### config.mk
export PLATFORM = sky130hd
export DESIGN_NAME = wildcard_glob_matcher_flat
export DESIGN_NICKNAME = d
export VERILOG_FILES = /design/src/design/wgm_pkg.sv /design/src/design/wgm_if.sv /design/src/design/wildcard_glob_matcher.sv /design/src/design/wgm_cell.sv /design/src/flat_wrapper.sv
export SDC_FILE = /design/constraint.sdc
export NUM_CORES = 1
export LEC_CHECK = 0
export ABC_AREA = 1
export ABC_CLOCK_PERIOD_IN_PS = 17900
export BUFFER_PORTS_ARGS = -buffer_cell sky130_fd_sc_hd__buf_4
export CAP_MARGIN = 20
export CORE_UTILIZATION = 58
export CTS_CLUSTER_DIAMETER = 50
export DETAILED_ROUTE_END_ITERATION = 8
export PLACE_DENSITY_LB_ADDON = 0.12
export SYNTH_ARGS = -nofsm -noshare
export SYNTH_HDL_FRONTEND = slang
export SYNTH_SLANG_ARGS = --single-unit
### constraint.sdc
create_clock -name clk -period 17.9 [get_ports clk]
set_input_delay 0.895 -clock clk [delete_from_list [all_inputs] [get_ports clk]]
set_output_delay 0.895 -clock clk [all_outputs]
set_load 0.02 [all_outputs]
### src/design/wgm_pkg.sv
// Package of the wildcard glob matcher: sizes, character codes, register
// indexes and the control bundle broadcast to the cell row. No dependencies.
package wgm_pkg;

	localparam int MAX_PATTERN = 32;
	localparam int LEN_W       = 6;
	localparam int CHAR_W      = 8;
	localparam int CFG_W       = 64;
	localparam int CFG_IDX_W   = 3;
	localparam int PAT_WORDS   = 4;

	localparam logic [CHAR_W-1:0] STAR_CODE  = 8'h2A;
	localparam logic [CHAR_W-1:0] QMARK_CODE = 8'h3F;

	// Configuration register indexes
	localparam logic [CFG_IDX_W-1:0] CFG_PAT0 = 3'd0;
	localparam logic [CFG_IDX_W-1:0] CFG_PAT1 = 3'd1;
	localparam logic [CFG_IDX_W-1:0] CFG_PAT2 = 3'd2;
	localparam logic [CFG_IDX_W-1:0] CFG_PAT3 = 3'd3;
	localparam logic [CFG_IDX_W-1:0] CFG_LEN  = 3'd4;

	// Request mode codes
	localparam logic MODE_CHAR = 1'b0;
	localparam logic MODE_END  = 1'b1;

	// Control broadcast to every cell
	typedef struct packed {
		logic              step;      // character request taken: advance
		logic              restart;   // end request taken: back to start
		logic [CHAR_W-1:0] char_code;
	} cell_ctrl_t;

endpackage

### src/design/wgm_if.sv
// Valid/ready channel interfaces of the wildcard glob matcher.
// Depends on wgm_pkg for field widths.
interface wgm_req_if;
	logic                       valid;
	logic                       ready;
	logic                       mode;
	logic [wgm_pkg::CHAR_W-1:0] char_code;

	modport source (output valid, output mode, output char_code, input ready);
	modport sink   (input valid, input mode, input char_code, output ready);
endinterface

interface wgm_res_if;
	logic valid;
	logic ready;
	logic matched;

	modport source (output valid, output matched, input ready);
	modport sink   (input valid, input matched, output ready);
endinterface

### src/design/wildcard_glob_matcher.sv
// Wildcard glob matcher top level: configuration registers, row of wgm_cell
// instances and result register. Depends on wgm_pkg, wgm_if and wgm_cell.
//
// Usage:
//   subject : request channel; mode 0 carries one subject byte in char_code,
//             mode 1 ends the string (char_code ignored).
//   result  : one item per end request, matched = 1 when the whole subject
//             fits the pattern ('*' any run, '?' any byte, others literal).
//   cfg     : write port; index 0..3 load pattern bytes 0..31 eight at a
//             time (lowest byte first), index 4 the pattern length (values
//             above 32 act as 32). Write only while the block is idle.
// Timing: one request per cycle unless stalled; the active set of all 33
//   positions updates in the cycle a byte is taken. The result is registered
//   in the cycle after its end request. The star closure ripples through the
//   cell row, so the path grows with pattern length like a carry chain.
// Reset: pattern and length clear, only position zero is active.
// Stall: a waiting result holds; subject.ready drops only while a result
//   waits and the result channel is not ready.
module wildcard_glob_matcher (
	input  logic                          clk,
	input  logic                          arst_n,
	wgm_req_if.sink                       subject,
	wgm_res_if.source                     result,
	input  logic                          cfg_we,
	input  logic [wgm_pkg::CFG_IDX_W-1:0] cfg_index,
	input  logic [wgm_pkg::CFG_W-1:0]     cfg_data
);

	localparam int NP = wgm_pkg::MAX_PATTERN;

	logic [wgm_pkg::CFG_W-1:0] pat_q [wgm_pkg::PAT_WORDS];
	logic [wgm_pkg::LEN_W-1:0] len_q;
	logic [wgm_pkg::LEN_W-1:0] eff_len;
	logic                      top_q;
	logic                      res_valid_q;
	logic                      res_matched_q;
	logic                      req_take;
	wgm_pkg::cell_ctrl_t       ctrl;
	logic [NP:0]               skip;
	logic [NP:0]               adv;
	logic [NP:0]               closed;

	// Configuration writes
	always_ff @(posedge clk or negedge arst_n) begin
		if (!arst_n) begin
			for (int w = 0; w < wgm_pkg::PAT_WORDS; w++) begin
				pat_q[w] <= '0;
			end
			len_q <= '0;
		end else if (cfg_we) begin
			unique case (cfg_index) inside
				wgm_pkg::CFG_PAT0, wgm_pkg::CFG_PAT1,
				wgm_pkg::CFG_PAT2, wgm_pkg::CFG_PAT3: begin
					pat_q[cfg_index[1:0]] <= cfg_data;
				end
				wgm_pkg::CFG_LEN: begin
					len_q <= cfg_data[wgm_pkg::LEN_W-1:0];
				end
				default: begin
				end
			endcase
		end
	end

	// Clamp length to the row size
	assign eff_len = (len_q > wgm_pkg::LEN_W'(NP)) ? wgm_pkg::LEN_W'(NP) : len_q;

	// Handshake and cell control
	assign subject.ready  = !res_valid_q || result.ready;
	assign req_take       = subject.valid && subject.ready;
	assign ctrl.step      = req_take && (subject.mode == wgm_pkg::MODE_CHAR);
	assign ctrl.restart   = req_take && (subject.mode == wgm_pkg::MODE_END);
	assign ctrl.char_code = subject.char_code;

	assign skip[0] = 1'b0;
	assign adv[0]  = 1'b0;

	// Cell row, one per pattern position
	for (genvar i = 0; i < NP; i++) begin : g_cell
		wgm_cell u_cell (
			.clk      (clk),
			.arst_n   (arst_n),
			.ctrl     (ctrl),
			.init_val ((i == 0) ? 1'b1 : 1'b0),
			.pat_char (pat_q[i/8][(i%8)*8 +: 8]),
			.in_use   (wgm_pkg::LEN_W'(i) < eff_len),
			.skip_in  (skip[i]),
			.adv_in   (adv[i]),
			.skip_out (skip[i+1]),
			.adv_out  (adv[i+1]),
			.closed   (closed[i])
		);
	end

	// Final position: whole pattern consumed
	assign closed[NP] = top_q | skip[NP];

	always_ff @(posedge clk or negedge arst_n) begin
		if (!arst_n) begin
			top_q <= 1'b0;
		end else if (ctrl.restart) begin
			top_q <= 1'b0;
		end else if (ctrl.step) begin
			top_q <= adv[NP];
		end
	end

	// Result register
	always_ff @(posedge clk or negedge arst_n) begin
		if (!arst_n) begin
			res_valid_q <= 1'b0;
		end else if (ctrl.restart) begin
			res_valid_q <= 1'b1;
		end else if (result.ready) begin
			res_valid_q <= 1'b0;
		end
	end

	always_ff @(posedge clk) begin
		if (ctrl.restart) begin
			res_matched_q <= closed[eff_len];
		end
	end

	assign result.valid   = res_valid_q;
	assign result.matched = res_matched_q;

endmodule

### src/design/wgm_cell.sv
// One pattern position of the matcher: holds its active bit, closes over a
// star and hands the advance and closure signals on. Depends on wgm_pkg.
module wgm_cell (
	input  logic                       clk,
	input  logic                       arst_n,
	input  wgm_pkg::cell_ctrl_t        ctrl,
	input  logic                       init_val,
	input  logic [wgm_pkg::CHAR_W-1:0] pat_char,
	input  logic                       in_use,
	input  logic                       skip_in,
	input  logic                       adv_in,
	output logic                       skip_out,
	output logic                       adv_out,
	output logic                       closed
);

	logic active_q;
	logic is_star;
	logic hit;

	// Closure: a star reached from below is also active here
	assign closed   = active_q | skip_in;
	assign is_star  = (pat_char == wgm_pkg::STAR_CODE);
	assign hit      = (pat_char == wgm_pkg::QMARK_CODE) || (pat_char == ctrl.char_code);
	assign skip_out = closed & in_use & is_star;
	assign adv_out  = closed & in_use & !is_star & hit;

	// Star keeps itself; others are fed by the cell below
	always_ff @(posedge clk or negedge arst_n) begin
		if (!arst_n) begin
			active_q <= init_val;
		end else if (ctrl.restart) begin
			active_q <= init_val;
		end else if (ctrl.step) begin
			active_q <= skip_out | adv_in;
		end
	end

endmodule

### src/flat_wrapper.sv
// flat-port wrapper written by rule: the top's interface ports become plain ports
module wildcard_glob_matcher_flat 
  (clk, arst_n, cfg_we, cfg_index, cfg_data, subject_valid, subject_mode, subject_char_code, subject_ready, result_valid, result_matched, result_ready);
  wgm_req_if subject_i ();
  wgm_res_if result_i ();
  input  logic clk;
  input  logic arst_n;
  input  logic cfg_we;
  input  logic [wgm_pkg::CFG_IDX_W-1:0] cfg_index;
  input  logic [wgm_pkg::CFG_W-1:0] cfg_data;
  input wire logic [$bits(subject_i.valid)-1:0] subject_valid;
  input wire logic [$bits(subject_i.mode)-1:0] subject_mode;
  input wire logic [$bits(subject_i.char_code)-1:0] subject_char_code;
  output wire logic [$bits(subject_i.ready)-1:0] subject_ready;
  output wire logic [$bits(result_i.valid)-1:0] result_valid;
  output wire logic [$bits(result_i.matched)-1:0] result_matched;
  input wire logic [$bits(result_i.ready)-1:0] result_ready;
  assign subject_i.valid = subject_valid;
  assign subject_i.mode = subject_mode;
  assign subject_i.char_code = subject_char_code;
  assign subject_ready = subject_i.ready;
  assign result_valid = result_i.valid;
  assign result_matched = result_i.matched;
  assign result_i.ready = result_ready;
  wildcard_glob_matcher u_core (.clk(clk), .arst_n(arst_n), .subject(subject_i), .result(result_i), .cfg_we(cfg_we), .cfg_index(cfg_index), .cfg_data(cfg_data));
endmodule
==> results.yml, run 1 <==
power:
  p_int_uw: 1420
  swShare: 0.318
  power_density_nw_per_um2: 110
  p_seq_frac: 0.441
  ir_drop_v: 0.0000884
  p_comb_frac: 0.196
  power_uw: 2090
  switching_power_uw: 664
  clockPowerShare: 0.363
  power_leakage_uw: 0.00848
sta:
  finalMaxSlewViolations: 0
  rsz0062_at_grt: "no"
  fin_crit_ps: 8140
  tns_ps: 0
  period_share: 0.455
  max-slew-margin-rel: 0.281
  clock_skew_ps: 12.9
  hold_viol_final: 0
  worst_pin_slew_ps: 1070
  clock.fmax_mhz: 123
  setup_viol: 0
final_layout:
  antenna_cells: 0
  fillers: 2420
  area_growth_pct: 13.1
  layout.nets: 2224
  drive_above_1_share: 0.161
cts:
  cts_sinks: 297
  clkTransAtPathRegs_ps: 60
  insertion_delay_ps: 520
  htreeDepth: 2
  cts-buffers-inserted: 36
  cts_tree: "yes"
  hold_buffers: 0
  post_cts_resized: 0
  cts_max_path_buffers: 3
  cts_root_buf: "clkbuf_16"
  cts_setup_buffers: 0
setup_path:
  worstRegToRegCells: 67
  regToRegSetupSlack_ps: 9760
  worst-path-buf-inv: 2
  worst_setup_path_end_kind: "register"
  critPathMaxFanout: 12
  startpoint_type: "register"
  rr_startpoint: "u_core.len_q[5]$_DFFE_PN0P_"
  crit_top_cell: "nand3_2"
  slowest_stage: "dfrtp_1"
  cp.required_ps: 18280
  cp_top_family: "simple AND/OR/NAND/NOR gates"
  worstPathArrival_ps: 8520
  cpPeakStageDelay_ps: 560
  r2r-end: "u_core.result.matched$_DFFE_PP_"
  path_class: "reg2reg"
floorplanning:
  coreArea_um2: 28100
  die_h_um: 172
  die_w_um: 172
  std_cell_rows: 61
  io_pins: 84
  start_util: 0.597
  die_area_um2: 29600
route:
  vias: 15000
  drc: 0
  drt_iter0_drc: 1563
  vias_per_cell: 5.91
  dr.pass1.iters: 5
  detail-route-antenna-nets: 0
  wl_per_cell_um: 19.4
  routed_wl_um: 49500
worst_hold_path:
  hold_path_class: "in2async"
yosys:
  synth_edf_count: 1
  synth_seq_cells: 297
  syn-cell-area_um2: 16800
  syn_avg_cell_area_um2: 7.96
  yosysWarnings: 0
  ys_seq_area_frac: 0.443
  synthFlopType: "dfrtp_1"
  synth_nets: 2188
  async_flop_share: 0.997
  yosysUniqueCellTypes: 53
  netlist_instances: 2107
global_routing:
  grt-ovfl-total: 0
  grt_max_degree: 129
  grt_util_all_layers: 0.344
  grt_antenna_before_repair: 0
  grt_pass1_vias: 14100
  grt_pass1_wl_um: 77700
placement:
  dpl.hpwl_um: 32800
  gp_congestion: 0.980
  port_buffers: 83
outcome:
  outcome: "finished clean"
run:
  max_cap_viol_count: 0
[cell type report]
type,count,area (um^2),share of cell area
clock buffer,49,1010,0.0533
clock inverter,14,214,0.0113
inverter,188,741,0.0390
multi-input combinational,1517,8220,0.433
sequential,297,7440,0.392
tap,378,473,0.0249
timing repair buffer,103,873,0.0460
[cells in the final DEF (no fill, tap or decap), types with 8 or more instances in the layout]
master,netlist,layout
nand2_1,526,524
o21ai_0,315,315
dfrtp_1,295,295
inv_1,153,153
xnor2_1,106,106
nor2_1,102,101
buf_4,2,97
nand4_1,79,79
or2_2,69,69
nand3_1,54,52
clkbuf_16,0,37
nand3_2,32,32
nand2_2,30,30
xor2_1,30,30
inv_2,29,29
a21oi_1,23,23
nor4_1,20,20
o31ai_1,18,18
nor3_1,17,17
o2111ai_1,14,14
a41oi_1,10,10
clkbuf_1,93,8
[registers in the layout (all words and copies together), names as in the netlist]
signal / count
u_core.len_q: 6
u_core.result.valid: 1
u_core.result.matched: 1
u_core.pat_q: 256
u_core.top_q: 1
u_core.g_cell.u_cell.active_q: 32
[per-layer routing]
| metal | up-vias | global-route usage | routed length, um |
|---|---|---|---|
| li1 | 7077 | - | - |
| met1 | 7271 | 0.484 | 21800 |
| met2 | 588 | 0.548 | 22700 |
| met3 | 108 | 0.0501 | 3560 |
| met4 | 0 | 0.111 | 1400 |
| met5 | - | 0 | 0 |
[cell usage after synthesis, types with 8 or more instances]
| cell type | number | area, um^2 |
|---|---|---|
| or2_2 | 69 | 432 |
| o2111ai_1 | 14 | 123 |
| a41oi_1 | 10 | 87.6 |
| o31ai_1 | 18 | 135 |
| a21oi_1 | 23 | 115 |
| nand3_2 | 32 | 320 |
| xor2_1 | 30 | 263 |
| nand4_1 | 79 | 494 |
| inv_1 | 153 | 574 |
| buf_1 | 8 | 30.0 |
| nor3_1 | 17 | 85.1 |
| nand3_1 | 54 | 270 |
| nand2_2 | 30 | 188 |
| nor4_1 | 20 | 125 |
| nor2_1 | 102 | 383 |
| o21ai_0 | 315 | 1580 |
| nand2_1 | 526 | 1970 |
| xnor2_1 | 106 | 928 |
| clkbuf_1 | 93 | 349 |
| dfrtp_1 | 295 | 7380 |
| inv_2 | 29 | 109 |
[stage by stage]
step,hold slack [ps],setup WS [ps],instances,utilization,cell area (um^2)
CTS,458,9920,2541,0.671,18800
finish,391,9760,2546,0.675,19000
detailed placement,503,9990,2478,0.627,17600
global route,461,9020,2546,0.675,19000
global placement,496,10310,2478,0.627,17600
floorplan,474,12000,2107,-,16800
[how the worst max path moves through the flow]
stage	slack [ps]	endpoint	start	depth (start not counted)
global placement	10310	u_core.result.matched$_DFFE_PP_	u_core.len_q[5]$_DFFE_PN0P_	69
finish	9760	u_core.result.matched$_DFFE_PP_	u_core.len_q[5]$_DFFE_PN0P_	67
detailed placement	9990	u_core.result.matched$_DFFE_PP_	u_core.len_q[5]$_DFFE_PN0P_	67
floorplan	12000	u_core.result.matched$_DFFE_PP_	u_core.len_q[5]$_DFFE_PN0P_	72
global route	9020	u_core.result.matched$_DFFE_PP_	u_core.len_q[5]$_DFFE_PN0P_	67
CTS	9920	u_core.result.matched$_DFFE_PP_	u_core.len_q[5]$_DFFE_PN0P_	67
[power by group through the flow]
stage | registers, uW | logic, uW | clock network, uW
3_3_place_gp | 919 | 391 | 0
6_report | 920 | 410 | 757
3_5_place_dp | 924 | 403 | 0
2_1_floorplan | 892 | 300 | 0
4_1_cts | 915 | 407 | 766
5_1_grt | 936 | 463 | 793
[logic make-up after synthesis]
logic type | count (synthesis) | synth area share
buffers and inverters | 293 | 0.0689
AND/OR/NAND/NOR | 951 | 0.271
AO/OA/AOI/OAI | 430 | 0.145
flip-flops | 297 | 0.443
XOR/XNOR | 136 | 0.0710
Power figures use the tool's default switching activity.
==> inputs of run 2 (changes only) <==
Settings changed: ABC_CLOCK_PERIOD_IN_PS 17900 to 8100.
Clock period 17.9 ns to 8.1 ns, I/O delays scaled along.
==> results.yml, run 2 (synthesized netlist as in run 1, its figures left out) <==
setup_path:
  worst_setup_path_end_kind: "register"
  worstSetupStartpoint: "u_core.len_q[5]$_DFFE_PN0P_"
  rr_startpoint: "u_core.len_q[5]$_DFFE_PN0P_"
  slowest_stage: "dfrtp_2"
  startpoint_type: "register"
  worstPathArrival_ps: 7810
  cp.required_ps: 8480
  critPathMaxFanout: 14
  crit_top_cell: "nand3_2"
  path_class: "reg2reg"
  cpPeakStageDelay_ps: 470
final_layout:
  layout_common_cells: "nand2_1 (524), o21ai_0 (315), dfrtp_1 (294), inv_1 (153), xnor2_1 (106)"
  largest_reg_flops: 256
  fin_cells: 2549
  fillers: 2379
  antenna_cells: 0
  reg.largest.list: "u_core.pat_q x256, u_core.g_cell.u_cell.active_q x32, u_core.len_q x6"
  layout.nets: 2227
  fin_area_um2: 18900
  drive_above_1_share: 0.162
  largest_register: "u_core.pat_q"
  area_growth_pct: 12.8
  layout_commonest_cell: "nand2_1"
cts:
  cts_max_path_buffers: 3
  cts_tree: "yes"
  insertion_delay_ps: 520
  cts_root_buf: "clkbuf_16"
  htreeDepth: 2
  clkTransAtPathRegs_ps: 60
  cts_sinks: 297
  cts-buffers-inserted: 37
sta:
  period_share: 0.916
  tns_ps: 0
  clock.fmax_mhz: 135
  worst_pin_slew_ps: 1050
  fin_crit_ps: 7420
  hold_ws_ps: 202
  max-slew-margin-rel: 0.294
  finalMaxSlewViolations: 0
  setup_viol: 0
  hold_viol_final: 0
  clock_skew_ps: 15.7
worst_hold_path:
  hold_path_class: "in2reg"
  min-delay-start: "cfg_data[31]"
power:
  ir_drop_v: 0.000176
  power_density_nw_per_um2: 239
  power_leakage_uw: 0.00848
floorplanning:
  die_area_um2: 29600
  die_w_um: 172
  coreArea_um2: 28100
  die_h_um: 172
  start_util: 0.597
  std_cell_rows: 61
  io_pins: 84
placement:
  dpl.hpwl_um: 32500
  dp_cells: 2477
  port_buffers: 83
  gp_congestion: 0.965
  place_area_um2: 17600
global_routing:
  grt_pass1_wl_um: 76000
  grt_pass1_vias: 13700
  grt_max_degree: 129
  grt-ovfl-total: 0
  grt_antenna_before_repair: 0
  grt_util_all_layers: 0.337
route:
  drt_iter0_drc: 1465
  drc: 0
  vias: 14900
  routed_wl_um: 48900
  dr.pass1.iters: 6
  detail-route-antenna-nets: 0
  wl_per_cell_um: 19.2
  vias_per_cell: 5.84
outcome:
  outcome: "finished clean"
run:
  max_cap_viol_count: 0
[run 2: cell type report]
class                           count  area (um^2)  share of cell area
Sequential cell                   297         7440               0.393
Clock inverter                     17          178             0.00939
Inverter                          188          741              0.0392
Tap cell                          378          473              0.0250
Clock buffer                       47          983              0.0520
Multi-Input combinational cell   1517         8230               0.435
Timing Repair Buffer              105          871              0.0460
[run 2: per-layer routing]
| layer | wire (um) | vias up | part of all wire | track usage |
|---|---|---|---|---|
| li1 | - | 7085 | - | - |
| met1 | 21600 | 7083 | 0.44 | 0.475 |
| met2 | 22400 | 612 | 0.46 | 0.535 |
| met3 | 3560 | 118 | 0.073 | 0.0522 |
| met4 | 1370 | 0 | 0.028 | 0.105 |
| met5 | 0 | - | 0 | 0 |
[run 2: final timing paths]
kind	endpoint	slack [ps]	depth (start not counted)
max	u_core.result.matched$_DFFE_PP_	680	71
min	u_core.pat_q[223]$_DFFE_PN0P_	200	3
max reg2reg	u_core.result.matched$_DFFE_PP_	680	71
min reg2reg	u_core.pat_q[146]$_DFFE_PN0P_	520	2
max in group asynchronous	u_core.len_q[5]$_DFFE_PN0P_	6110	3
min in group asynchronous	u_core.pat_q[10]$_DFFE_PN0P_	520	2
[run 2: metrics by stage]
| step | utilization | worst slack, ps | total power, uW |
|---|---|---|---|
| after floorplan | - | 2200 | 2630 |
| after global placement | 0.627 | 850 | 2890 |
| after detailed placement | 0.627 | 524 | 2930 |
| after CTS | 0.669 | 465 | 4520 |
| after global routing | 0.673 | -12.3 | 4760 |
| final | 0.673 | 677 | 4530 |
[run 2: critical path: cells and delay by family, from the launching register on]
| family | cells | cell delay, ps |
|---|---|---|
| and+or+nand+nor | 69 | 6490 |
| DFF | 1 | 470 |
| AOI/OAI and AO/OA | 1 | 150 |
| buffers and inverters | 1 | 130 |
[run 2: what timing repair did]
action / CTS / global route
buffers inserted: 0 / 3
endpoints found under the hold margin: 93 / 0
hold buffers: 1 / 0
endpoints found under the setup margin: 0 / 4
resized for setup: 0 / 2
[run 2: power breakdown]
| group | leakage [uW] | total (uW) | switching (uW) | internal (uW) |
|---|---|---|---|---|
| logic | 0.00413 | 904 | 527 | 377 |
| registers | 0.00377 | 2030 | 295 | 1730 |
| clock network | 0.000574 | 1590 | 636 | 957 |
| total | 0.00848 | 4530 | 1460 | 3070 |
==> inputs of run 3 (changes only) <==
Settings changed: CELL_PAD_IN_SITES_DETAIL_PLACEMENT set to 1, CELL_PAD_IN_SITES_GLOBAL_PLACEMENT set to 1, CORE_UTILIZATION 58 to 48, CTS_BUF_LIST set to sky130_fd_sc_hd__clkbuf_8, CTS_CLUSTER_DIAMETER 50 to not set.
==> results.yml, run 3 (synthesized netlist as in run 1, its figures left out) <==
placement:
  place_area_um2: 17700
  dpl.hpwl_um: 38200
  gp_congestion: 0.993
  port_buffers: 83
setup_path:
  cp.required_ps: 8610
  r2r-end: "u_core.result.matched$_DFFE_PP_"
  path_class: "reg2reg"
  slowest_stage: "dfrtp_2"
  regToRegSetupSlack_ps: 600
  rr_startpoint: "u_core.len_q[5]$_DFFE_PN0P_"
  cpPeakStageDelay_ps: 480
  worst_setup_path_end_kind: "register"
  crit_path_end: "u_core.result.matched$_DFFE_PP_"
  startpoint_type: "register"
  critPathMaxFanout: 9
  worstSetupStartpoint: "u_core.len_q[5]$_DFFE_PN0P_"
  crit_top_cell: "nand3_2"
  worstPathArrival_ps: 8010
  worstRegToRegCells: 71
outcome:
  outcome: "finished clean"
floorplanning:
  std_cell_rows: 68
  start_util: 0.487
  die_h_um: 189
  io_pins: 84
  die_w_um: 189
  die_area_um2: 35700
  coreArea_um2: 34500
global_routing:
  grt_pass1_wl_um: 89500
  grt_pass1_vias: 15800
  grt_antenna_before_repair: 1
  grt-ovfl-total: 0
  grt_max_degree: 135
  grt_util_all_layers: 0.326
sta:
  clock_skew_ps: 13.2
  period_share: 0.926
  worst_pin_slew_ps: 1100
  max-slew-margin-rel: 0.263
  hold_viol_final: 0
  finalMaxSlewViolations: 0
  fin_crit_ps: 7500
  setup_viol: 0
  tns_ps: 0
  rsz0062_at_grt: "yes"
  clock.fmax_mhz: 133
final_layout:
  fin_area_um2: 18900
  layout_common_cells: "nand2_1 (522), o21ai_0 (315), dfrtp_1 (294), inv_1 (172)"
  layout_commonest_cell: "nand2_1"
  multi_input_comb_area_um2: 8240
  seq_area_um2: 7440
  antenna_cells: 0
  largest_reg_flops: 256
  fillers: 4220
  area_growth_pct: 12.8
  largest_register: "u_core.pat_q"
  drive_above_1_share: 0.170
  reg.largest.list: "u_core.pat_q x256, u_core.g_cell.u_cell.active_q x32, u_core.len_q x6"
  layout.nets: 2248
route:
  detail-route-antenna-nets: 0
  vias_per_cell: 5.79
  drt_iter0_drc: 958
  dr.pass1.iters: 7
  routed_wl_um: 56800
  wl_per_cell_um: 21.4
  vias: 15400
  drc: 0
power:
  power_leakage_uw: 0.00854
  ir_drop_v: 0.000157
  power_density_nw_per_um2: 231
  power_uw: 4380
run:
  max_cap_viol_count: 0
cts:
  htreeDepth: 2
  cts_sinks: 297
  cts_tree: "yes"
  cts-buffers-inserted: 52
  clkTransAtPathRegs_ps: 60
  cts_max_path_buffers: 3
  insertion_delay_ps: 650
  cts_root_buf: "clkbuf_8"
worst_hold_path:
  hold_path_class: "in2reg"
==> run 3: cell count changes in the layout (fill, tap and decap cells not counted), sizes merged <==
cell / change
buf: +6
bufinv: -3
clkbuf: +22
clkinv: -9
clkinvlp: -1
inv: +18
==> run 3: layout make-up <==
cell class	instances	share of cell area
Tap cell	455	0.0301
Timing Repair Buffer	111	0.0470
Sequential cell	297	0.393
Clock buffer	69	0.0502
Inverter	188	0.0393
Clock inverter	22	0.00476
Multi-Input combinational cell	1517	0.436
==> run 3: metrics by stage <==
step / hold WS (ps) / instances / util / setup slack (ps)
final: 90.0 / 2659 / 0.549 / 601
after global routing: 77.4 / 2659 / 0.549 / -68.4
after CTS: 56.8 / 2649 / 0.545 / 400
after detailed placement: 503 / 2557 / 0.515 / 453
after global placement: 494 / 2557 / 0.515 / 959
after floorplan: 109 / 2107 / - / 2200
==> run 3: how the worst min path moves through the flow <==
stage,cells past startpoint,to,start
finish,3,u_core.pat_q[30]$_DFFE_PN0P_,cfg_data[30]
global route,3,u_core.pat_q[30]$_DFFE_PN0P_,cfg_data[30]
CTS,3,u_core.pat_q[222]$_DFFE_PN0P_,cfg_data[30]
detailed placement,2,u_core.pat_q[226]$_DFFE_PN0P_,u_core.pat_q[226]$_DFFE_PN0P_
global placement,2,u_core.pat_q[226]$_DFFE_PN0P_,u_core.pat_q[226]$_DFFE_PN0P_
floorplan,0,u_core.g_cell[10].u_cell.active_q$_DFFE_PN0P_,arst_n
==> run 3: timing repair <==
action                     4_1_cts  5_1_grt
gates resized for setup          0        7
setup buffers                    0        8
hold endpoints to repair       102        0
hold buffers                     1        0
setup endpoints to repair        0        4
==> run 3: power breakdown <==
part | internal, uW | switching [uW]
Sequential | 1730 | 307
Clock | 753 | 645
Combinational | 376 | 562
Total | 2860 | 1510
==> run 3: per-layer routing <==
layer / routed length [um] / track usage
met3: 2640 / 0.0486
met2: 27200 / 0.541
met1: 25400 / 0.437
met4: 1590 / 0.108
met5: 12 / 0
==> run 3: worst max-delay path, delay by kind of cell, from the launching register on <==
| kind | cells | cell delay, ps |
|---|---|---|
| buffers and inverters | 1 | 110 |
| DFF | 1 | 480 |
| and+or+nand+nor | 69 | 6690 |
| AOI/OAI and AO/OA | 1 | 100 |
